<file path="src/rtl/lcs_pkg.sv">
// shared constants and types of the cross-channel scale block
`timescale 1ns / 1ps
`default_nettype none

package lcs_pkg;

  localparam int unsigned MAX_WINDOW   = 16;
  localparam int unsigned MAX_CHANNELS = 1024;

  localparam int unsigned RING_AW  = $clog2(MAX_WINDOW);
  localparam int unsigned CNT_W    = $clog2(MAX_CHANNELS + MAX_WINDOW);
  localparam int unsigned SIZE_W   = 5;
  localparam int unsigned POST_W   = $clog2(MAX_WINDOW / 2 + 1);
  localparam int unsigned SAMPLE_W = 16;
  localparam int unsigned SQ_W     = 31;
  localparam int unsigned SUM_W    = 35;
  localparam int unsigned SCALE_W  = 32;
  localparam int unsigned IDX_W    = 10;
  localparam int unsigned ALPHA_W  = 24;
  localparam int unsigned BIAS_W   = 32;
  localparam int unsigned CFG_IDX_W  = 2;
  localparam int unsigned CFG_DATA_W = 32;
  localparam int unsigned OUT_TDATA_W = ((SCALE_W + IDX_W + 7) / 8) * 8;

  localparam logic [CFG_IDX_W-1:0] REG_WINDOW_SIZE = 2'd0;
  localparam logic [CFG_IDX_W-1:0] REG_BIAS_K      = 2'd1;
  localparam logic [CFG_IDX_W-1:0] REG_ALPHA       = 2'd2;

  localparam logic [SIZE_W-1:0]  RST_WINDOW_SIZE = 5'd5;
  localparam logic [BIAS_W-1:0]  RST_BIAS_K      = 32'd65536;
  localparam logic [ALPHA_W-1:0] RST_ALPHA       = 24'd336;

  typedef struct packed {
    logic [SUM_W-1:0] sum;
    logic [IDX_W-1:0] index;
    logic             done;
    logic             too_long;
  } emit_req_t;

  typedef struct packed {
    logic busy;
    logic out_full;
  } scale_stat_t;

endpackage

`default_nettype wire

</file>
<file path="src/rtl/lrn_cross_channel_scale.sv">
// top level: cross-channel normalization scale with config registers
// an item that gives a result passes accept, ring read, sum update, launch and advance;
// the end of a column adds flush and finish steps plus ring read, sum update, launch and advance per flushed channel
// after its launch a result passes the multiply, round and bias/saturate registers of the pipe
// a launch waits until the pipe and the output register are empty
// reset clears control, count, sum and config; the square ring has no reset
`timescale 1ns / 1ps
`default_nettype none

module lrn_cross_channel_scale import lcs_pkg::*; (
  input  wire logic                   clk_i,
  input  wire logic                   rst_ni,
  input  wire logic                   cfg_valid_i,
  output logic                        cfg_ready_o,
  input  wire logic [CFG_IDX_W-1:0]   cfg_index_i,
  input  wire logic [CFG_DATA_W-1:0]  cfg_data_i,
  input  wire logic                   s_axis_tvalid_i,
  output logic                        s_axis_tready_o,
  input  wire logic [SAMPLE_W-1:0]    s_axis_tdata_i,   // sample
  input  wire logic                   s_axis_tlast_i,
  output logic                        m_axis_tvalid_o,
  input  wire logic                   m_axis_tready_i,
  output logic      [OUT_TDATA_W-1:0] m_axis_tdata_o,   // scale_value, channel_index, zero pad
  output logic                        m_axis_tlast_o,
  output logic                        m_axis_tuser_o    // too_long
);

  logic [SIZE_W-1:0]  window_size_q;
  logic [BIAS_W-1:0]  bias_k_q;
  logic [ALPHA_W-1:0] alpha_q;

  logic               rd_en, wr_en;
  logic [RING_AW-1:0] rd_addr, wr_addr;
  logic [SQ_W-1:0]    rd_data, wr_data;
  scale_stat_t        stat;
  logic               start;
  emit_req_t          req;
  logic [SCALE_W-1:0] scale;
  logic [IDX_W-1:0]   index;

  assign cfg_ready_o = 1'b1;

  always_ff @(posedge clk_i or negedge rst_ni) begin
    if (!rst_ni) begin
      window_size_q <= RST_WINDOW_SIZE;
      bias_k_q      <= RST_BIAS_K;
      alpha_q       <= RST_ALPHA;
    end else if (cfg_valid_i) begin
      unique case (cfg_index_i)
        REG_WINDOW_SIZE: window_size_q <= cfg_data_i[SIZE_W-1:0];
        REG_BIAS_K:      bias_k_q      <= cfg_data_i[BIAS_W-1:0];
        REG_ALPHA:       alpha_q       <= cfg_data_i[ALPHA_W-1:0];
        default: ;
      endcase
    end
  end

  lcs_ctrl u_ctrl (
    .clk_i        (clk_i),
    .rst_ni       (rst_ni),
    .window_size_i(window_size_q),
    .in_valid_i   (s_axis_tvalid_i),
    .in_ready_o   (s_axis_tready_o),
    .sample_i     ($signed(s_axis_tdata_i)),
    .last_i       (s_axis_tlast_i),
    .rd_en_o      (rd_en),
    .rd_addr_o    (rd_addr),
    .rd_data_i    (rd_data),
    .wr_en_o      (wr_en),
    .wr_addr_o    (wr_addr),
    .wr_data_o    (wr_data),
    .stat_i       (stat),
    .start_o      (start),
    .req_o        (req)
  );

  lcs_ring_mem u_ring (
    .clk_i    (clk_i),
    .wr_en_i  (wr_en),
    .wr_addr_i(wr_addr),
    .wr_data_i(wr_data),
    .rd_en_i  (rd_en),
    .rd_addr_i(rd_addr),
    .rd_data_o(rd_data)
  );

  lcs_scale_pipe u_scale (
    .clk_i     (clk_i),
    .rst_ni    (rst_ni),
    .start_i   (start),
    .req_i     (req),
    .alpha_i   (alpha_q),
    .bias_i    (bias_k_q),
    .stat_o    (stat),
    .m_valid_o (m_axis_tvalid_o),
    .m_ready_i (m_axis_tready_i),
    .scale_o   (scale),
    .index_o   (index),
    .done_o    (m_axis_tlast_o),
    .too_long_o(m_axis_tuser_o)
  );

  assign m_axis_tdata_o = {(OUT_TDATA_W - SCALE_W - IDX_W)'(0), index, scale};

endmodule

`default_nettype wire

</file>
<file path="src/rtl/lcs_ring_mem.sv">
// ring of recent squares, one write and one registered read port
`timescale 1ns / 1ps
`default_nettype none

module lcs_ring_mem import lcs_pkg::*; (
  input  wire logic               clk_i,
  input  wire logic               wr_en_i,
  input  wire logic [RING_AW-1:0] wr_addr_i,
  input  wire logic [SQ_W-1:0]    wr_data_i,
  input  wire logic               rd_en_i,
  input  wire logic [RING_AW-1:0] rd_addr_i,
  output logic      [SQ_W-1:0]    rd_data_o
);

  logic [SQ_W-1:0] mem_q [MAX_WINDOW];
  logic [SQ_W-1:0] rd_data_q;

  always_ff @(posedge clk_i) begin
    if (wr_en_i) begin
      mem_q[wr_addr_i] <= wr_data_i;
    end
    if (rd_en_i) begin
      rd_data_q <= mem_q[rd_addr_i];
    end
  end

  assign rd_data_o = rd_data_q;

endmodule

`default_nettype wire

</file>
<file path="src/rtl/lcs_scale_pipe.sv">
// scale pipeline: multiply by alpha, round, add bias, saturate, output register
`timescale 1ns / 1ps
`default_nettype none

module lcs_scale_pipe import lcs_pkg::*; (
  input  wire logic               clk_i,
  input  wire logic               rst_ni,
  input  wire logic               start_i,
  input  wire emit_req_t          req_i,
  input  wire logic [ALPHA_W-1:0] alpha_i,
  input  wire logic [BIAS_W-1:0]  bias_i,
  output scale_stat_t             stat_o,
  output logic                    m_valid_o,
  input  wire logic               m_ready_i,
  output logic      [SCALE_W-1:0] scale_o,
  output logic      [IDX_W-1:0]   index_o,
  output logic                    done_o,
  output logic                    too_long_o
);

  localparam int unsigned LO_W   = 32;
  localparam int unsigned HI_W   = SUM_W - LO_W;
  localparam int unsigned LO_P_W = LO_W + ALPHA_W;
  localparam int unsigned HI_P_W = HI_W + ALPHA_W;
  localparam logic [LO_P_W:0] ROUND = (LO_P_W + 1)'(1) << (ALPHA_W - 1);

  logic              v1_q, v2_q, out_v_q;
  logic [LO_P_W-1:0] lo_q;
  logic [HI_P_W-1:0] hi_q;
  logic [SUM_W-1:0]  base_d, base_q;
  logic [LO_P_W:0]   lo_rnd;
  logic [SUM_W:0]    total;
  logic [SCALE_W-1:0] sat_d, scale_q;
  logic [IDX_W-1:0]  idx1_q, idx2_q, idx_out_q;
  logic              done1_q, done2_q, done_out_q;
  logic              tl1_q, tl2_q, tl_out_q;

  always_comb begin
    lo_rnd = {1'b0, lo_q} + ROUND;
    base_d = SUM_W'(lo_rnd >> ALPHA_W) + (SUM_W'(hi_q) << (LO_W - ALPHA_W));
    total  = {1'b0, base_q} + (SUM_W + 1)'(bias_i);
    sat_d  = (|total[SUM_W:SCALE_W]) ? '1 : total[SCALE_W-1:0];
  end

  always_ff @(posedge clk_i or negedge rst_ni) begin
    if (!rst_ni) begin
      v1_q    <= 1'b0;
      v2_q    <= 1'b0;
      out_v_q <= 1'b0;
    end else begin
      v1_q <= start_i;
      v2_q <= v1_q;
      if (v2_q) begin
        out_v_q <= 1'b1;
      end else if (m_ready_i) begin
        out_v_q <= 1'b0;
      end
    end
  end

  always_ff @(posedge clk_i) begin
    if (start_i) begin
      lo_q    <= LO_P_W'(req_i.sum[LO_W-1:0] * alpha_i);
      hi_q    <= HI_P_W'(req_i.sum[SUM_W-1:LO_W] * alpha_i);
      idx1_q  <= req_i.index;
      done1_q <= req_i.done;
      tl1_q   <= req_i.too_long;
    end
    if (v1_q) begin
      base_q  <= base_d;
      idx2_q  <= idx1_q;
      done2_q <= done1_q;
      tl2_q   <= tl1_q;
    end
    if (v2_q) begin
      scale_q    <= sat_d;
      idx_out_q  <= idx2_q;
      done_out_q <= done2_q;
      tl_out_q   <= tl2_q;
    end
  end

  assign stat_o.busy     = v1_q | v2_q;
  assign stat_o.out_full = out_v_q;
  assign m_valid_o  = out_v_q;
  assign scale_o    = scale_q;
  assign index_o    = idx_out_q;
  assign done_o     = done_out_q;
  assign too_long_o = tl_out_q;

endmodule

`default_nettype wire

</file>
<file path="src/rtl/lcs_ctrl.sv">
// sequencer: running window sum, channel count, flush at end of column
`timescale 1ns / 1ps
`default_nettype none

module lcs_ctrl import lcs_pkg::*; (
  input  wire logic                       clk_i,
  input  wire logic                       rst_ni,
  input  wire logic        [SIZE_W-1:0]   window_size_i,
  input  wire logic                       in_valid_i,
  output logic                            in_ready_o,
  input  wire logic signed [SAMPLE_W-1:0] sample_i,
  input  wire logic                       last_i,
  output logic                            rd_en_o,
  output logic             [RING_AW-1:0]  rd_addr_o,
  input  wire logic        [SQ_W-1:0]     rd_data_i,
  output logic                            wr_en_o,
  output logic             [RING_AW-1:0]  wr_addr_o,
  output logic             [SQ_W-1:0]     wr_data_o,
  input  wire scale_stat_t                stat_i,
  output logic                            start_o,
  output emit_req_t                       req_o
);

  localparam logic [2:0] ST_IDLE = 3'd0;
  localparam logic [2:0] ST_RD   = 3'd1;
  localparam logic [2:0] ST_UPD  = 3'd2;
  localparam logic [2:0] ST_EMIT = 3'd3;
  localparam logic [2:0] ST_NEXT = 3'd4;
  localparam logic [2:0] ST_FLS  = 3'd5;
  localparam logic [2:0] ST_FIN  = 3'd6;

  logic [2:0]       state_q, state_d;
  logic [CNT_W-1:0] h_q, h_d, fend_q, fend_d, chans_q, chans_d, count_q, count_d;
  logic [SUM_W-1:0] sum_q, sum_d;
  logic             ovf_q, ovf_d, last_q, last_d, main_q, main_d;
  logic             emitted_q, emitted_d, fb_q, fb_d;
  logic [SQ_W-1:0]  sq_q, sq_d;
  logic [IDX_W-1:0] idx_q, idx_d;
  logic             done_q, done_d;

  logic [SIZE_W-1:0]         sz;
  logic [POST_W-1:0]         post;
  logic signed [2*SAMPLE_W-1:0] prod_s;
  logic                      h_ge_sz, h_ge_post, launch;

  always_comb begin
    if (window_size_i == '0) begin
      sz = SIZE_W'(1);
    end else if (window_size_i > SIZE_W'(MAX_WINDOW)) begin
      sz = SIZE_W'(MAX_WINDOW);
    end else begin
      sz = window_size_i;
    end
    post      = POST_W'(sz >> 1);
    h_ge_sz   = h_q >= CNT_W'(sz);
    h_ge_post = h_q >= CNT_W'(post);
    prod_s    = sample_i * sample_i;
    launch    = !stat_i.busy && !stat_i.out_full;
  end

  always_comb begin
    state_d   = state_q;
    h_d       = h_q;
    fend_d    = fend_q;
    chans_d   = chans_q;
    count_d   = count_q;
    sum_d     = sum_q;
    ovf_d     = ovf_q;
    last_d    = last_q;
    main_d    = main_q;
    emitted_d = emitted_q;
    fb_d      = fb_q;
    sq_d      = sq_q;
    idx_d     = idx_q;
    done_d    = done_q;
    in_ready_o = 1'b0;
    rd_en_o   = 1'b0;
    rd_addr_o = RING_AW'(h_q - CNT_W'(sz));
    wr_en_o   = 1'b0;
    wr_addr_o = h_q[RING_AW-1:0];
    wr_data_o = sq_q;
    start_o   = 1'b0;
    unique case (state_q)
      ST_IDLE: begin
        in_ready_o = 1'b1;
        if (in_valid_i) begin
          sq_d      = prod_s[SQ_W-1:0];
          last_d    = last_i;
          emitted_d = 1'b0;
          fb_d      = 1'b0;
          if (count_q < CNT_W'(MAX_CHANNELS)) begin
            h_d     = count_q;
            main_d  = 1'b1;
            state_d = ST_RD;
          end else begin
            ovf_d   = 1'b1;
            state_d = last_i ? ST_FLS : ST_IDLE;
          end
        end
      end
      ST_RD: begin
        rd_en_o = 1'b1;
        state_d = ST_UPD;
      end
      ST_UPD: begin
        sum_d = sum_q + (main_q ? SUM_W'(sq_q) : '0) - (h_ge_sz ? SUM_W'(rd_data_i) : '0);
        wr_en_o = main_q;
        idx_d   = IDX_W'(h_q - CNT_W'(post));
        done_d  = main_q ? (last_q && (post == '0)) : (h_q == fend_q);
        state_d = h_ge_post ? ST_EMIT : ST_NEXT;
      end
      ST_EMIT: begin
        if (launch) begin
          start_o   = 1'b1;
          emitted_d = 1'b1;
          state_d   = ST_NEXT;
        end
      end
      ST_NEXT: begin
        if (fb_q) begin
          count_d = '0;
          sum_d   = '0;
          ovf_d   = 1'b0;
          state_d = ST_IDLE;
        end else if (main_q) begin
          count_d = h_q + CNT_W'(1);
          state_d = last_q ? ST_FLS : ST_IDLE;
        end else if (h_q == fend_q) begin
          state_d = ST_FIN;
        end else begin
          h_d     = h_q + CNT_W'(1);
          state_d = ST_RD;
        end
      end
      ST_FLS: begin
        chans_d = count_q;
        if (post == '0) begin
          state_d = ST_FIN;
        end else begin
          h_d     = count_q;
          fend_d  = count_q + CNT_W'(post) - CNT_W'(1);
          main_d  = 1'b0;
          state_d = ST_RD;
        end
      end
      ST_FIN: begin
        if (!emitted_q && ovf_q) begin
          idx_d   = IDX_W'(chans_q - CNT_W'(1));
          done_d  = 1'b1;
          fb_d    = 1'b1;
          state_d = ST_EMIT;
        end else begin
          count_d = '0;
          sum_d   = '0;
          ovf_d   = 1'b0;
          state_d = ST_IDLE;
        end
      end
      default: begin
        state_d = ST_IDLE;
      end
    endcase
  end

  always_ff @(posedge clk_i or negedge rst_ni) begin
    if (!rst_ni) begin
      state_q   <= ST_IDLE;
      h_q       <= '0;
      fend_q    <= '0;
      chans_q   <= '0;
      count_q   <= '0;
      sum_q     <= '0;
      ovf_q     <= 1'b0;
      last_q    <= 1'b0;
      main_q    <= 1'b0;
      emitted_q <= 1'b0;
      fb_q      <= 1'b0;
    end else begin
      state_q   <= state_d;
      h_q       <= h_d;
      fend_q    <= fend_d;
      chans_q   <= chans_d;
      count_q   <= count_d;
      sum_q     <= sum_d;
      ovf_q     <= ovf_d;
      last_q    <= last_d;
      main_q    <= main_d;
      emitted_q <= emitted_d;
      fb_q      <= fb_d;
    end
  end

  always_ff @(posedge clk_i) begin
    sq_q   <= sq_d;
    idx_q  <= idx_d;
    done_q <= done_d;
  end

  assign req_o.sum      = sum_q;
  assign req_o.index    = idx_q;
  assign req_o.done     = done_q;
  assign req_o.too_long = ovf_q;

endmodule

`default_nettype wire

</file>
<file path="config.mk">
export PLATFORM = sky130hd
export DESIGN_NAME = lrn_cross_channel_scale
export DESIGN_NICKNAME = d
export VERILOG_FILES = /design/src/rtl/lcs_pkg.sv /design/src/rtl/lrn_cross_channel_scale.sv /design/src/rtl/lcs_ring_mem.sv /design/src/rtl/lcs_scale_pipe.sv /design/src/rtl/lcs_ctrl.sv
export SDC_FILE = /design/constraint.sdc
export NUM_CORES = 2
export LEC_CHECK = 0
export ABC_AREA = 0
export BUFFER_PORTS_ARGS = -buffer_cell sky130_fd_sc_hd__buf_2
export CORE_ASPECT_RATIO = 0.7
export CORE_MARGIN = 2
export CORE_UTILIZATION = 29
export DETAILED_ROUTE_END_ITERATION = 12
export SLEW_MARGIN = 15
export SYNTH_ARGS = -nofsm -noshare
export SYNTH_HDL_FRONTEND = slang
export SYNTH_SLANG_ARGS = --single-unit
</file>
<file path="constraint.sdc">
create_clock -name clk_i -period 10.35 [get_ports clk_i]
set_input_delay 2.07 -clock clk_i [delete_from_list [all_inputs] [get_ports clk_i]]
set_output_delay 2.07 -clock clk_i [all_outputs]
set_load 0.005 [all_outputs]
</file>
==> run_results.csv <==
group,metric,value,unit
sta,max_freq,0.116,GHz
global_route,grt_pass1_wl,290,mm
clocking,cts_hold_buf,0,
placement,gp_congestion,0.876,
global_route,grt_use_met2,21.6,%
detailed_routing,drcViolationCount,0,
placement,place_inst,9744,
floorplan,initial_core_util,29.2,%
detailed_routing,detail-route-antenna-nets,0,
floorplan,die_w,605,um
yosys,ys.flop_type,"edfxtp_1",
yosys,netlist.area_leader.share,29.2,%
final_layout,layout-drive-gt1-share,9.18,%
yosys,mappedNetlistArea,73400,sq um
placement,hpwl,133,mm
clocking,cts_buffer_depth,3,
sta,worst_clock_skew,0.0990,ns
final_layout,final.fill_count,25200,
yosys,ys_warn_count,0,
yosys,syn_inst,6469,
detailed_routing,first_pass_iters,6,
yosys,synthArstFlopShare,17.4,%
setup_path,rr_worst_depth,25,
global_route,grt_use_total,14.5,%
clocking,cts_tree,"built",
global_route,grt_use_met3,2.85,%
sta,max_slew_margin,21.9,%
global_route,grt_pass1_vias,48700,
detailed_routing,detail_route.wl_per_cell,18.7,um
sta,fin_setup_tns,0,ns
detailed_routing,routed_wl,185,mm
setup_path,start_kind,"flop",
final_layout,layout_common_cells,"inv_1, fa_1, nand2_1, edfxtp_1, and2_1",
setup_path,r2r_end,"u_scale.lo_q[55]",
hold_path,hold_class,"flop to flop",
yosys,synth_edf_count,714,
yosys,synth_cell_types,83,
sta,hold_viol,0,
clocking,cts_setup_buffers,0,
detailed_routing,drtIter0Drc,3473,
final_layout,synthToLayoutAreaGrowth,10.0,%
sta,final.period_utilization,83.3,%
clocking,worstSkewPairLatency,0.73,ns
clocking,clock-root-buffer,"clkbuf_16",
detailed_routing,viasPerCell,4.69,
setup_path,cp.arrival,9.08,ns
yosys,ys_ff_latch,864,
global_route,busiest_layer,"met1",
yosys,synth_top_area_cell,"edfxtp_1",
final_layout,final_common_cell,"inv_1",
hold_path,hold_path_depth,0,
clocking,cts_max_level,3,
setup_path,critPathMaxFanout,23,
floorplan,ioPinCount,109,
clocking,numClockSinks,864,
setup_path,r2r_setup_slack,1.73,ns
global_route,overflow,0,
sta,finalSetupViolations,0,
clocking,tritoncts.num_buffers,85,
floorplan,die_y,425,um
clocking,clk_pin_slew_worst_paths,0.06,ns
final_layout,final_nets,7891,
clocking,cts_resized,0,
final_layout,finalNonFillerCells,9905,
setup_path,required,10.80,ns
floorplan,num_rows,154,
yosys,ys_seq_area_share,34.3,%
sta,slew_viol_final,0,
sta,rsz0062_at_grt,"no",
global_route,grt_max_degree,75,
setup_path,r2r_start,"alpha_q[0]",
setup_path,endpoint_kind,"flop",
detailed_routing,vias,46400,
sta,worst_pin_slew,1.17,ns
setup_path,cp-endpoint,"u_scale.lo_q[55]",
setup_path,path_class,"flop to flop",
floorplan,die-area,257000,sq um
outcome,status,"finished, final reports clean",
sta,period_minus_slack,8.62,ns
yosys,synth_area_per_cell,11.3,sq um
global_route,use_met1,21.9,%
run,maxCapViolCount,0,
global_route,antenna_found_initial,10,
placement,io_buffers,101,
yosys,synth_area_leaders,"edfxtp_1, fa_1, ha_1, inv_1, dfrtp_1",
setup_path,startpoint,"alpha_q[0]",
sta,hold_ws,0.419,ns
floorplan,core_area,252000,sq um
==> critical path: stages (launching register included) <==
cell and delay, ns:
dfrtp_1 0.78, buf_4 0.40, and2_1 0.19, fa_1 0.53, inv_1 0.05, fa_1 0.53
inv_1 0.06, fa_1 0.49, ha_1 0.21, fa_1 0.49, inv_1 0.06, fa_1 0.51
fa_1 0.51, inv_1 0.05, ha_1 0.30, a21oi_1 0.21, nand2_1 0.09, o31ai_1 0.52
buf_4 0.27, a21oi_1 0.19, o2111ai_1 0.64, a211oi_2 0.22, o211ai_1 0.33, a21oi_1 0.18
o211ai_1 0.19, or3b_1 0.35
==> flip-flops by register name, summed over array words and instances (netlist names), 3 cells and up <==
signal	flops
u_ctrl.idx_q	10
u_scale.base_q	35
u_ctrl.fend_q	11
u_ctrl.wr_data_o	30
alpha_q	24
u_ctrl.sum_q	35
u_scale.hi_q	27
u_scale.lo_q	33
u_ctrl.state_q	3
u_ring.mem_q	480
u_scale.index_o	10
u_scale.idx1_q	10
u_scale.idx2_q	10
u_ctrl.chans_q	10
u_ctrl.count_q	11
bias_k_q	32
u_ctrl.h_q	11
u_ring.rd_data_o	30
u_scale.scale_o	32
window_size_q	5
==> cell families after synthesis <==
logic type,Yosys count,share of synthesized area [%]
XOR/XNOR,225,2.68
AND/OR/NAND/NOR,1652,11.0
adder cells (fa/ha/maj),1356,32.8
flip-flops,864,34.3
buffers and inverters,1509,7.77
multiplexers,225,5.74
AO/OA/AOI/OAI,636,5.60
other,2,0.0102
==> how the worst min path moves through the flow <==
| stage | startpoint | endpoint | slack [ns] |
|---|---|---|---|
| after global routing | u_scale.idx1_q[1] | u_scale.idx2_q[1] | 0.42 |
| after detailed placement | u_scale.idx1_q[6] | u_scale.idx2_q[6] | 0.40 |
| final | u_scale.idx2_q[9] | u_scale.index_o[9] | 0.42 |
| after CTS | u_scale.idx1_q[7] | u_scale.idx2_q[7] | 0.42 |
| after floorplan | u_ctrl.done_q | u_scale.done1_q | 0.40 |
| after global placement | u_scale.idx1_q[3] | u_scale.idx2_q[3] | 0.41 |
==> metal layers <==
layer,routed length (um),vias to the layer above
li1,-,20900
met4,2430,0
met3,14700,171
met5,0,-
met1,89400,23800
met2,78500,1594
==> synth_stat cells, types with 8 or more instances <==
cell,count
nor4_1,9
o21ai_0,134
o31ai_1,17
xnor2_1,160
a221oi_1,8
mux4_2,150
o21ai_1,8
xor2_1,65
mux2_2,67
and2_1,495
clkbuf_1,249
fa_1,948
nor3b_1,8
inv_1,1235
or3_1,18
o21a_1,32
a21oi_1,179
a31oi_1,24
a21o_1,89
nand2_1,726
nor2_1,137
nor3_1,44
nor2b_1,26
o21bai_1,29
buf_1,14
nand2b_1,37
nand4_1,26
a211oi_1,11
and3_1,26
o211ai_1,14
ha_1,408
and4_1,10
nand3_1,63
mux2i_1,8
dfrtp_1,144
or2_2,10
edfxtp_1,714
buf_4,10
==> area by class of cell <==
cell class                 instances  area (sq um)  share of cell area, %
multi-input combinational       4102         42600                   52.8
antenna                            2          5.00                0.00620
tap                             3354          4200                   5.20
clock inverter                    48           578                  0.716
timing repair buffer             190          1190                   1.47
inverter                        1236          4640                   5.75
sequential                       864         25200                   31.2
clock buffer                     109          2310                   2.86
==> metrics by stage <==
step	instance area (sq um)	setup slack, ns	utilization, %
6_report	80700	1.73	32.1
5_1_grt	80700	1.42	32.1
4_1_cts	80700	1.80	32.1
3_5_place_dp	77800	1.53	30.9
3_3_place_gp	77800	1.62	30.9
2_1_floorplan	73400	2.09	-
Power is left out: the tool's default activity adds up to more than one toggle a clock period on the data nets, which glitch-free logic cannot reach.
